## src/design/rcpd_pkg.sv

```systemverilog
// ---------------------------------------------------------------------------
// rcpd_pkg : shared constants for the RC pulse decode and drive block
// Register indexes, reset values, field widths and arithmetic constants.
// ---------------------------------------------------------------------------
package rcpd_pkg;

   // default width of the tick timers
   localparam int TIME_BITS_DEFAULT = 32;

   // configuration register widths
   localparam int TIMEOUT_BITS   = 20;
   localparam int CENTER_BITS    = 12;
   localparam int THRESHOLD_BITS = 7;

   // configuration port
   localparam int CSR_INDEX_BITS = 2;
   localparam int CSR_DATA_BITS  = 20;

   typedef enum logic [CSR_INDEX_BITS-1:0] {
      CSR_SIGNAL_TIMEOUT = 2'd0,
      CSR_CENTER_PULSE   = 2'd1,
      CSR_TURN_THRESHOLD = 2'd2,
      CSR_UNUSED         = 2'd3
   } csr_index_type;

   // register reset values
   localparam logic [TIMEOUT_BITS-1:0]   TIMEOUT_RESET   = 20'd30000;
   localparam logic [CENTER_BITS-1:0]    CENTER_RESET    = 12'd1500;
   localparam logic [THRESHOLD_BITS-1:0] THRESHOLD_RESET = 7'd20;

   // pulse width held per channel after reset
   localparam int DEFAULT_PULSE = 1500;

   // command arithmetic
   localparam int CMD_BITS    = 7;                  // magnitude 0..100
   localparam logic [CMD_BITS-1:0] CMD_LIMIT = 7'd100;
   localparam int MAG_BITS    = 9;                  // unsaturated magnitudes 0..504
   localparam logic [MAG_BITS-1:0] MAG_LIMIT = 9'd504;   // 5*100 + 4
   localparam logic [7:0]  DIV5_RECIP = 8'd205;     // x/5 = (x*205)>>10 for x < 1024
   localparam int DIV5_SHIFT  = 10;
   localparam logic [16:0] DUTY_RECIP = 17'd83559;  // q*255/100 = (q*83559)>>15
   localparam int DUTY_SHIFT  = 15;

   // queue between front and back
   localparam int QUEUE_DEPTH = 4;
   localparam int QUEUE_PTR_BITS = 2;

   // stream widths
   localparam int REQ_DATA_BITS = 8;
   localparam int RSP_DATA_BITS = 48;

   // input pin positions in req_tdata
   localparam int PIN_THROTTLE = 0;
   localparam int PIN_STEERING = 1;
   localparam int PIN_LIGHT    = 2;
   localparam int PIN_HORN     = 3;

endpackage

```

## src/design/rcpd_front.sv

```systemverilog
// ---------------------------------------------------------------------------
// rcpd_front : pin edge detection and pulse width timing
// Takes one tick beat a cycle while the queue accepts, tracks rise and fall
// times per RC channel, applies the signal timeout and pushes the chosen widths to the queue.
// ---------------------------------------------------------------------------
module rcpd_front #(
   parameter int TIME_BITS = rcpd_pkg::TIME_BITS_DEFAULT
) (
   input  logic                                 clock,
   input  logic                                 reset,
   input  logic [rcpd_pkg::TIMEOUT_BITS-1:0]    signal_timeout,
   input  logic [rcpd_pkg::CENTER_BITS-1:0]     center_pulse,
   input  logic                                 in_valid,
   output logic                                 in_ready,
   input  logic [3:0]                           in_pins,
   output logic                                 push_valid,
   input  logic                                 push_ready,
   output logic [2*TIME_BITS+1:0]               push_data    // w0, w1, light, horn
);

   localparam int CMP_BITS = (TIME_BITS > rcpd_pkg::TIMEOUT_BITS) ?
                             TIME_BITS : rcpd_pkg::TIMEOUT_BITS;

   logic                 accept;
   logic [TIME_BITS-1:0] tick_ff, tick_in;
   logic [1:0]           prev_ff, prev_in;
   logic [TIME_BITS-1:0] rise_ff  [2];
   logic [TIME_BITS-1:0] rise_in  [2];
   logic [TIME_BITS-1:0] width_ff [2];
   logic [TIME_BITS-1:0] width_in [2];
   logic [TIME_BITS-1:0] last_ff  [2];
   logic [TIME_BITS-1:0] last_in  [2];
   logic [TIME_BITS-1:0] elapsed  [2];
   logic [TIME_BITS-1:0] chosen   [2];
   logic [1:0]           levels;

   assign accept     = in_valid && push_ready;
   assign in_ready   = push_ready;
   assign push_valid = in_valid;
   assign levels     = {in_pins[rcpd_pkg::PIN_STEERING], in_pins[rcpd_pkg::PIN_THROTTLE]};

   // edge handling and timeout fallback per channel
   always_comb begin
      tick_in = tick_ff + TIME_BITS'(1);
      prev_in = levels;
      for (int ch = 0; ch < 2; ch++) begin
         rise_in[ch]  = rise_ff[ch];
         width_in[ch] = width_ff[ch];
         last_in[ch]  = last_ff[ch];
         if (levels[ch] && !prev_ff[ch]) begin
            rise_in[ch] = tick_ff;
            last_in[ch] = tick_ff;
         end else if (!levels[ch] && prev_ff[ch]) begin
            width_in[ch] = tick_ff - rise_ff[ch];
            last_in[ch]  = tick_ff;
         end
         elapsed[ch] = tick_ff - last_in[ch];
         if (CMP_BITS'(elapsed[ch]) > CMP_BITS'(signal_timeout)) begin
            chosen[ch] = TIME_BITS'(center_pulse);
         end else begin
            chosen[ch] = width_in[ch];
         end
      end
   end

   assign push_data = {in_pins[rcpd_pkg::PIN_HORN], in_pins[rcpd_pkg::PIN_LIGHT],
                       chosen[1], chosen[0]};

   // timing state
   always_ff @(posedge clock) begin
      if (reset) begin
         tick_ff <= '0;
         prev_ff <= '0;
         for (int ch = 0; ch < 2; ch++) begin
            rise_ff[ch]  <= '0;
            width_ff[ch] <= TIME_BITS'(rcpd_pkg::DEFAULT_PULSE);
            last_ff[ch]  <= '0;
         end
      end else if (accept) begin
         tick_ff <= tick_in;
         prev_ff <= prev_in;
         for (int ch = 0; ch < 2; ch++) begin
            rise_ff[ch]  <= rise_in[ch];
            width_ff[ch] <= width_in[ch];
            last_ff[ch]  <= last_in[ch];
         end
      end
   end

endmodule

```

## src/design/rcpd_queue.sv

```systemverilog
// ---------------------------------------------------------------------------
// rcpd_queue : short queue between front and back
// Small register queue; push and pop may happen in the same cycle.
// ---------------------------------------------------------------------------
module rcpd_queue #(
   parameter int DATA_BITS = 2 * rcpd_pkg::TIME_BITS_DEFAULT + 2
) (
   input  logic                 clock,
   input  logic                 reset,
   input  logic                 push_valid,
   output logic                 push_ready,
   input  logic [DATA_BITS-1:0] push_data,
   output logic                 pop_valid,
   input  logic                 pop_ready,
   output logic [DATA_BITS-1:0] pop_data
);

   localparam int PB = rcpd_pkg::QUEUE_PTR_BITS;

   logic [DATA_BITS-1:0] mem [rcpd_pkg::QUEUE_DEPTH];
   logic [PB-1:0]        wr_ptr_ff, wr_ptr_in;
   logic [PB-1:0]        rd_ptr_ff, rd_ptr_in;
   logic [PB:0]          count_ff, count_in;
   logic                 do_push, do_pop;

   assign push_ready = (count_ff != (PB+1)'(rcpd_pkg::QUEUE_DEPTH));
   assign pop_valid  = (count_ff != '0);
   assign do_push    = push_valid && push_ready;
   assign do_pop     = pop_valid && pop_ready;
   assign pop_data   = mem[rd_ptr_ff];

   // pointer and fill tracking
   always_comb begin
      wr_ptr_in = do_push ? wr_ptr_ff + PB'(1) : wr_ptr_ff;
      rd_ptr_in = do_pop  ? rd_ptr_ff + PB'(1) : rd_ptr_ff;
      count_in  = count_ff;
      if (do_push && !do_pop) begin
         count_in = count_ff + (PB+1)'(1);
      end else if (do_pop && !do_push) begin
         count_in = count_ff - (PB+1)'(1);
      end
   end

   always_ff @(posedge clock) begin
      if (reset) begin
         wr_ptr_ff <= '0;
         rd_ptr_ff <= '0;
         count_ff  <= '0;
      end else begin
         wr_ptr_ff <= wr_ptr_in;
         rd_ptr_ff <= rd_ptr_in;
         count_ff  <= count_in;
      end
   end

   // storage
   always_ff @(posedge clock) begin
      if (do_push) begin
         mem[wr_ptr_ff] <= push_data;
      end
   end

endmodule

```

## src/design/rcpd_back.sv

```systemverilog
// ---------------------------------------------------------------------------
// rcpd_back : command mapping and drive output pipeline
// Four stalling stages: offset from centre, magnitude and saturation,
// divide by five, then duty, direction and lamp logic into the result beat.
// ---------------------------------------------------------------------------
module rcpd_back #(
   parameter int TIME_BITS = rcpd_pkg::TIME_BITS_DEFAULT
) (
   input  logic                                  clock,
   input  logic                                  reset,
   input  logic [rcpd_pkg::CENTER_BITS-1:0]      center_pulse,
   input  logic [rcpd_pkg::THRESHOLD_BITS-1:0]   turn_threshold,
   input  logic                                  pop_valid,
   output logic                                  pop_ready,
   input  logic [2*TIME_BITS+1:0]                pop_data,
   output logic                                  out_valid,
   input  logic                                  out_ready,
   output logic [rcpd_pkg::RSP_DATA_BITS-1:0]    out_data
);

   localparam int MB = rcpd_pkg::MAG_BITS;
   localparam int CB = rcpd_pkg::CMD_BITS;

   logic                 en;
   logic [TIME_BITS-1:0] center_ext;

   // stage 1: signed offset both ways
   logic                 s1_valid_ff;
   logic [TIME_BITS-1:0] s1_pos_ff [2];
   logic [TIME_BITS-1:0] s1_neg_ff [2];
   logic [1:0]           s1_sw_ff;        // light, horn
   // stage 2: sign, clipped magnitude, saturation
   logic                 s2_valid_ff;
   logic [1:0]           s2_sign_ff;
   logic [1:0]           s2_sat_ff;
   logic [MB-1:0]        s2_mag_ff [2];
   logic [1:0]           s2_sw_ff;
   logic [TIME_BITS-1:0] mag_in [2];
   logic [1:0]           sat_in;
   // stage 3: command magnitude
   logic                 s3_valid_ff;
   logic [1:0]           s3_sign_ff;
   logic [CB-1:0]        s3_q_ff [2];
   logic [1:0]           s3_sw_ff;
   logic [16:0]          div_prod [2];
   logic [CB-1:0]        q_in [2];
   // result stage
   logic                 out_valid_ff;
   logic [rcpd_pkg::RSP_DATA_BITS-1:0] out_data_ff, out_data_in;
   logic [23:0]          duty_prod [2];
   logic [7:0]           duty [2];
   logic [7:0]           cmd_val [2];
   logic [1:0]           zero;
   logic                 veer_left, veer_right, straight, lamp_lf, lamp_rf;
   logic [3:0]           lamps;

   assign en         = !out_valid_ff || out_ready;
   assign pop_ready  = en;
   assign center_ext = TIME_BITS'(center_pulse);
   assign out_valid  = out_valid_ff;
   assign out_data   = out_data_ff;

   // valid chain, whole pipe moves together
   always_ff @(posedge clock) begin
      if (reset) begin
         s1_valid_ff  <= 1'b0;
         s2_valid_ff  <= 1'b0;
         s3_valid_ff  <= 1'b0;
         out_valid_ff <= 1'b0;
      end else if (en) begin
         s1_valid_ff  <= pop_valid;
         s2_valid_ff  <= s1_valid_ff;
         s3_valid_ff  <= s2_valid_ff;
         out_valid_ff <= s3_valid_ff;
      end
   end

   // magnitude select and saturation test
   always_comb begin
      for (int ch = 0; ch < 2; ch++) begin
         mag_in[ch] = s1_pos_ff[ch][TIME_BITS-1] ? s1_neg_ff[ch] : s1_pos_ff[ch];
         sat_in[ch] = (|mag_in[ch][TIME_BITS-1:MB]) || (mag_in[ch][MB-1:0] > rcpd_pkg::MAG_LIMIT);
      end
   end

   // divide by five through reciprocal
   always_comb begin
      for (int ch = 0; ch < 2; ch++) begin
         div_prod[ch] = 17'(s2_mag_ff[ch]) * 17'(rcpd_pkg::DIV5_RECIP);
         q_in[ch] = s2_sat_ff[ch] ? rcpd_pkg::CMD_LIMIT
                                  : div_prod[ch][rcpd_pkg::DIV5_SHIFT +: CB];
      end
   end

   // duty, signed command and lamps
   always_comb begin
      for (int ch = 0; ch < 2; ch++) begin
         duty_prod[ch] = 24'(s3_q_ff[ch]) * 24'(rcpd_pkg::DUTY_RECIP);
         duty[ch]      = duty_prod[ch][rcpd_pkg::DUTY_SHIFT +: 8];
         zero[ch]      = (s3_q_ff[ch] == '0);
         cmd_val[ch]   = s3_sign_ff[ch] ? (8'd0 - {1'b0, s3_q_ff[ch]}) : {1'b0, s3_q_ff[ch]};
      end
      veer_left  = s3_sign_ff[1] && (s3_q_ff[1] > turn_threshold);
      veer_right = !s3_sign_ff[1] && (s3_q_ff[1] > turn_threshold);
      straight   = !veer_left && !veer_right;
      lamp_lf    = (s3_sw_ff[0] && straight) || veer_left;
      lamp_rf    = (s3_sw_ff[0] && straight) || veer_right;
      lamps      = {veer_right, veer_left, lamp_rf, lamp_lf};
      out_data_in = {7'd0,
                     !s3_sw_ff[1],                        // buzzer, low sounds
                     lamps,
                     zero[1],                             // steer_center
                     s3_sign_ff[1] && !zero[1],           // steer_left
                     zero[1] ? 8'd0 : duty[1],            // steer_speed
                     zero[0],                             // drive_brake
                     !s3_sign_ff[0] && !zero[0],          // drive_forward
                     zero[0] ? 8'd0 : duty[0],            // drive_speed
                     cmd_val[1],
                     cmd_val[0]};
   end

   // payload registers
   always_ff @(posedge clock) begin
      if (en) begin
         for (int ch = 0; ch < 2; ch++) begin
            s1_pos_ff[ch] <= pop_data[ch*TIME_BITS +: TIME_BITS] - center_ext;
            s1_neg_ff[ch] <= center_ext - pop_data[ch*TIME_BITS +: TIME_BITS];
            s2_sign_ff[ch] <= s1_pos_ff[ch][TIME_BITS-1];
            s2_sat_ff[ch]  <= sat_in[ch];
            s2_mag_ff[ch]  <= mag_in[ch][MB-1:0];
            s3_sign_ff[ch] <= s2_sign_ff[ch];
            s3_q_ff[ch]    <= q_in[ch];
         end
         s1_sw_ff    <= pop_data[2*TIME_BITS +: 2];
         s2_sw_ff    <= s1_sw_ff;
         s3_sw_ff    <= s2_sw_ff;
         out_data_ff <= out_data_in;
      end
   end

endmodule

```

## src/design/rc_pulse_decode_drive_core.sv

```systemverilog
// ---------------------------------------------------------------------------
// rc_pulse_decode_drive_core : RC PWM decoder and car drive controller
// Decodes throttle and steering pulse widths each microsecond tick and
// produces motor duty, direction, lamp and buzzer commands.
// ---------------------------------------------------------------------------
// Usage:
//  req_*  one beat per microsecond tick with the four sampled pin levels.
//  rsp_*  one result beat per tick, in order.
//  csr_*  register writes (0 signal timeout, 1 center pulse, 2 turn
//         threshold); other indexes are dropped. Write only while idle.
// Throughput: one tick per cycle sustained while rsp_tready stays high.
// Path: a request beat is written into the queue, then passes four stages of
//  command mapping in the back before it leaves as the result beat.
// Reset: timers and pin history clear, widths return to 1500, registers
//  take their defaults; no result is pending.
// Stall: when rsp_tready is low the back pipe holds, the four-entry queue
//  fills and req_tready drops once it is full; nothing is lost.
// ---------------------------------------------------------------------------
module rc_pulse_decode_drive_core #(
   parameter int TIME_BITS = rcpd_pkg::TIME_BITS_DEFAULT
) (
   input  logic                                  clock,
   input  logic                                  reset,
   // request stream
   input  logic                                  req_tvalid,
   output logic                                  req_tready,
   // [0] throttle_pin, [1] steering_pin, [2] light_pin, [3] horn_pin
   input  logic [rcpd_pkg::REQ_DATA_BITS-1:0]    req_tdata,
   // result stream
   output logic                                  rsp_tvalid,
   input  logic                                  rsp_tready,
   // [7:0] throttle_value, [15:8] steering_value, [23:16] drive_speed,
   // [24] drive_forward, [25] drive_brake, [33:26] steer_speed,
   // [34] steer_left, [35] steer_center, [39:36] lamps, [40] buzzer_level
   output logic [rcpd_pkg::RSP_DATA_BITS-1:0]    rsp_tdata,
   // register write channel
   input  logic                                  csr_valid,
   output logic                                  csr_ready,
   input  logic [rcpd_pkg::CSR_INDEX_BITS-1:0]   csr_index,
   input  logic [rcpd_pkg::CSR_DATA_BITS-1:0]    csr_data
);

   localparam int ENTRY_BITS = 2 * TIME_BITS + 2;

   logic [rcpd_pkg::TIMEOUT_BITS-1:0]   timeout_ff;
   logic [rcpd_pkg::CENTER_BITS-1:0]    center_ff;
   logic [rcpd_pkg::THRESHOLD_BITS-1:0] threshold_ff;
   logic                                csr_write;

   logic                  push_valid, push_ready;
   logic [ENTRY_BITS-1:0] push_data;
   logic                  pop_valid, pop_ready;
   logic [ENTRY_BITS-1:0] pop_data;

   // configuration registers
   assign csr_ready = 1'b1;
   assign csr_write = csr_valid && csr_ready;

   always_ff @(posedge clock) begin
      if (reset) begin
         timeout_ff   <= rcpd_pkg::TIMEOUT_RESET;
         center_ff    <= rcpd_pkg::CENTER_RESET;
         threshold_ff <= rcpd_pkg::THRESHOLD_RESET;
      end else if (csr_write) begin
         case (rcpd_pkg::csr_index_type'(csr_index))
            rcpd_pkg::CSR_SIGNAL_TIMEOUT: begin
               timeout_ff <= csr_data[rcpd_pkg::TIMEOUT_BITS-1:0];
            end
            rcpd_pkg::CSR_CENTER_PULSE: begin
               center_ff <= csr_data[rcpd_pkg::CENTER_BITS-1:0];
            end
            rcpd_pkg::CSR_TURN_THRESHOLD: begin
               threshold_ff <= csr_data[rcpd_pkg::THRESHOLD_BITS-1:0];
            end
            default: begin
            end
         endcase
      end
   end

   // front: edge timing
   rcpd_front #(
      .TIME_BITS (TIME_BITS)
   ) u_front (
      .clock          (clock),
      .reset          (reset),
      .signal_timeout (timeout_ff),
      .center_pulse   (center_ff),
      .in_valid       (req_tvalid),
      .in_ready       (req_tready),
      .in_pins        (req_tdata[3:0]),
      .push_valid     (push_valid),
      .push_ready     (push_ready),
      .push_data      (push_data)
   );

   // queue
   rcpd_queue #(
      .DATA_BITS (ENTRY_BITS)
   ) u_queue (
      .clock      (clock),
      .reset      (reset),
      .push_valid (push_valid),
      .push_ready (push_ready),
      .push_data  (push_data),
      .pop_valid  (pop_valid),
      .pop_ready  (pop_ready),
      .pop_data   (pop_data)
   );

   // back: command mapping
   rcpd_back #(
      .TIME_BITS (TIME_BITS)
   ) u_back (
      .clock          (clock),
      .reset          (reset),
      .center_pulse   (center_ff),
      .turn_threshold (threshold_ff),
      .pop_valid      (pop_valid),
      .pop_ready      (pop_ready),
      .pop_data       (pop_data),
      .out_valid      (rsp_tvalid),
      .out_ready      (rsp_tready),
      .out_data       (rsp_tdata)
   );

   // checks
   a_drive_exclusive: assert property (@(posedge clock) disable iff (reset)
      rsp_tvalid |-> !(rsp_tdata[24] && rsp_tdata[25]))
      else $error("drive forward and brake both set");

   a_brake_idle: assert property (@(posedge clock) disable iff (reset)
      (rsp_tvalid && rsp_tdata[25]) |-> (rsp_tdata[23:16] == 8'd0 && rsp_tdata[7:0] == 8'd0))
      else $error("brake with non-zero throttle or duty");

   a_center_idle: assert property (@(posedge clock) disable iff (reset)
      (rsp_tvalid && rsp_tdata[35]) |-> (rsp_tdata[33:26] == 8'd0 && !rsp_tdata[34]))
      else $error("steer center with duty or left set");

   a_throttle_range: assert property (@(posedge clock) disable iff (reset)
      rsp_tvalid |-> ($signed(rsp_tdata[7:0]) <= 8'sd100 &&
                      $signed(rsp_tdata[7:0]) >= -8'sd100))
      else $error("throttle command out of range");

endmodule
```

## config.mk

```make
export PLATFORM = sky130hd
export DESIGN_NAME = rc_pulse_decode_drive_core
export DESIGN_NICKNAME = d
export VERILOG_FILES = /design/src/design/rcpd_pkg.sv /design/src/design/rcpd_front.sv /design/src/design/rcpd_queue.sv /design/src/design/rcpd_back.sv /design/src/design/rc_pulse_decode_drive_core.sv
export SDC_FILE = /design/constraint.sdc
export NUM_CORES = 2
export LEC_CHECK = 0
export ABC_AREA = 0
export BUFFER_PORTS_ARGS = -buffer_cell sky130_fd_sc_hd__buf_2
export CAP_MARGIN = 20
export CORE_AREA = 2 2 321 291
export DETAILED_ROUTE_END_ITERATION = 7
export DIE_AREA = 0 0 323 293
export MAX_ROUTING_LAYER = met4
export PLACE_DENSITY_LB_ADDON = 0.15
export SYNTH_ARGS = -nofsm -noshare
export SYNTH_HDL_FRONTEND = slang
export SYNTH_SLANG_ARGS = --single-unit
```

## constraint.sdc

```tcl
create_clock -name clock -period 10.7 [get_ports clock]
set_input_delay 0.535 -clock clock [delete_from_list [all_inputs] [get_ports clock]]
set_output_delay 0.535 -clock clock [all_outputs]
set_load 0.03 [all_outputs]
```

==> impl_metrics.ini <==
[global_routing]
all_layer_global_routing_usage = 0.2195
grt_max_degree = 83
grt_pass1_vias = 28280
initial_antenna_violation_count = 1
overflow = 0
first_pass_grt_wire_length_mm = 158.7

[routing]
drt-pass1-iter-count = 6
route.vias.total = 29100
initialDrtViolationCount = 2127
routed_length_per_placed_instance_um = 18.85
drt.antenna.violating_nets = 0
drcViolationCount = 0
post_drt_via_cell_ratio = 5.473
detail_route.wirelength_mm = 100.2

[sta]
grt_setup_unrepaired = no
timing.final.crit_share = 0.6620
final.hold.worst_slack_ns = 0.09239
maxClockFrequency_mhz = 141.2
max_slew.worst_pin.slew_ns = 1.068
finish_stage_setup_viols = 0
setup_total_negative_slack_ns = 0
max-slew-margin-rel = 0.2881
period_minus_slack_ns = 7.084
timing.final.max_slew_violations = 0
timing.final.ws_setup_ns = 3.616
fin_skew_ns = 0.03269
timing_hold_violations_final = 0

[worst_setup_path]
critical-path-max-stage-delay_ns = 0.55
cell_at_the_slowest_stage_of_the_critical_path = or4_1
startpoint = u_front.prev_ff[0]
timing.critical_path.from_type = flop
worst_ep_arrival_time_ns = 7.49
path_class = reg -> reg
r2r-start = u_front.prev_ff[0]
critPathBufInv = 2
cp.required_ns = 11.10
r2r_setup_slack_ns = 3.62
worstPathMaxFanout = 39
setup.worst_path.end_class = flop
critical_path_depth = 26
cell_repeated_most_along_the_worst_path = nor2_1
timing.critical_path.max_delay_family = simple AND/OR/NAND/NOR gates
worst-r2r-cell-count = 26

[clocking]
cts_max_path_buffers = 3
worstSkewPairLatency_ns = 0.67
root_buffer = clkbuf_16
cts.sinks = 753
post_cts.resized_instances = 0
cts_tree = done
clk_pin_slew_worst_paths_ns = 0.06
post-cts-setup-buffers = 0
postCtsHoldBufs = 0
h-tree-depth = 3
num_cts_buffers = 83

[synthesis]
synth.distinct_cells = 88
yosysWarnings = 0
yosys-top-cells-area = edfxtp_1, ha_1, dfxtp_1
synth.avg_cell_area_sq_um = 11.47
yosys.cell_count.top_type = edfxtp_1
post_synth_instance_area_sq_um = 45280
ys_top_cells_by_count = edfxtp_1, ha_1, nor2_1
synth_async_sr_flop_share = 0
synth_seq_area_share = 0.4804
netlist.top_cell.by_area = edfxtp_1
post_synth_inst_count = 3947
synth-seq-cells = 753
number_of_enable_type_register_cells_in_the_synthesized_netlist = 667
synth_flop_cell = edfxtp_1
synth_top_cell_area_share = 0.4424

[placed_design]
place.detailed.hpwl_mm = 73.01
io_buffers = 73
placement.setup.worst_slack_ns = 3.592
gp_congestion = 0.9060

[floorplan]
rows = 105
design.core.area_sq_um = 90910
floorplan.initialDensity = 0.4980
die_width_um = 323
io_pins = 86
height_of_the_die_um = 293
die-area_sq_um = 94640

[power_and_ir_drop]
worst_supply_voltage_drop_on_vdd_uv = 337.4
power.total_mw = 12.86
power_leakage_nw = 20.23
cellPowerDensity_nw_per_um2 = 257.9

[flow_run]
maxCapViolations = 0

[hold_path]
hold_class = in -> reg
worstHoldStart = csr_data[12]
holdPathStages = 2

[run_status]
run_status = finished clean

[cells_and_area]
fin_nets = 4560
layout-drive-gt1-share = 0.09572
layout-area-overhead-vs-synth_pct = 10.16
-- report_power, final --
group          switching [mW]  internal [mW]  total, mW
logic                    3.23           2.44       5.67
clock network            1.26           1.75       3.01
registers               0.246           3.94       4.19
-- final timing paths --
check                                             to
worst max-delay path              u_queue.mem[1][31]
worst min-delay path                  timeout_ff[12]
worst max register to register    u_queue.mem[1][31]
worst min register to register  u_back.s3_sign_ff[0]
-- sequential cells by signal (all words and copies together), names as in the netlist, 7 cells and up, named ones only --
register,count
u_queue.mem,264
u_back.s1_neg_ff,64
u_front.last_ff,64
u_front.rise_ff,64
u_front.width_ff,64
u_back.s1_pos_ff,62
u_back.out_data,41
u_front.tick_ff,32
timeout_ff,20
u_back.s2_mag_ff,18
u_back.s3_q_ff,14
center_ff,12
threshold_ff,7
-- cells in the final DEF (no fill, tap or decap), types with 26 or more instances in the layout --
cell | synthesis | final
a21o_1 | 104 | 104
a21oi_1 | 224 | 224
a31oi_1 | 26 | 26
and2_1 | 56 | 56
buf_2 | 13 | 72
buf_4 | 8 | 29
clkbuf_16 | 0 | 85
dfxtp_1 | 86 | 84
edfxtp_1 | 667 | 667
fa_1 | 65 | 65
ha_1 | 445 | 445
inv_1 | 316 | 315
mux2_2 | 27 | 27
mux2i_1 | 75 | 75
mux4_2 | 66 | 66
nand2_1 | 263 | 263
nand2b_1 | 60 | 56
nand3_1 | 57 | 57
nand4_1 | 41 | 41
nor2_1 | 339 | 337
nor2b_1 | 56 | 56
nor3_1 | 45 | 45
nor4_1 | 28 | 28
o21ai_0 | 134 | 134
o21bai_1 | 26 | 26
xnor2_1 | 170 | 169
xor2_1 | 113 | 112
-- per-stage QoR --
step,utilization,instance area [sq um],std cells
floorplan,-,45300,3953
global placement,0.5167,46980,5160
detailed placement,0.5167,46980,5160
CTS,0.5486,49880,5315
global route,0.5487,49880,5316
finish,0.5487,49880,5316
-- logic make-up after synthesis --
kind of cell,synth area share
mux,0.06010
xor+xnor,0.05546
fa+ha+maj,0.1519
buf+inv,0.03800
simple gates,0.1137
other cells,0.0001659
flops,0.4804
compound gates,0.1003
-- metal layers --
layer	wire (um)	GRT usage	share of wire	up-vias
li1	-	-	-	14430
met1	47880	0.3024	0.48	14010
met2	46330	0.3476	0.46	523
met3	3751	0.02509	0.037	139
met4	2251	0.05525	0.022	0
met5	0	-	0	-
-- cell type report --
class	instances	area [sq um]
clock inverters	53	678.2
inverters	316	1194
diodes	1	2.502
fillers	7889	41030
repair buffers	101	578.1
multi-input cells	2760	21910
clock buffers	102	2221
well taps	1230	1539
flip-flops and latches	753	21760
No activity file was read; power rests on OpenSTA's default activity.
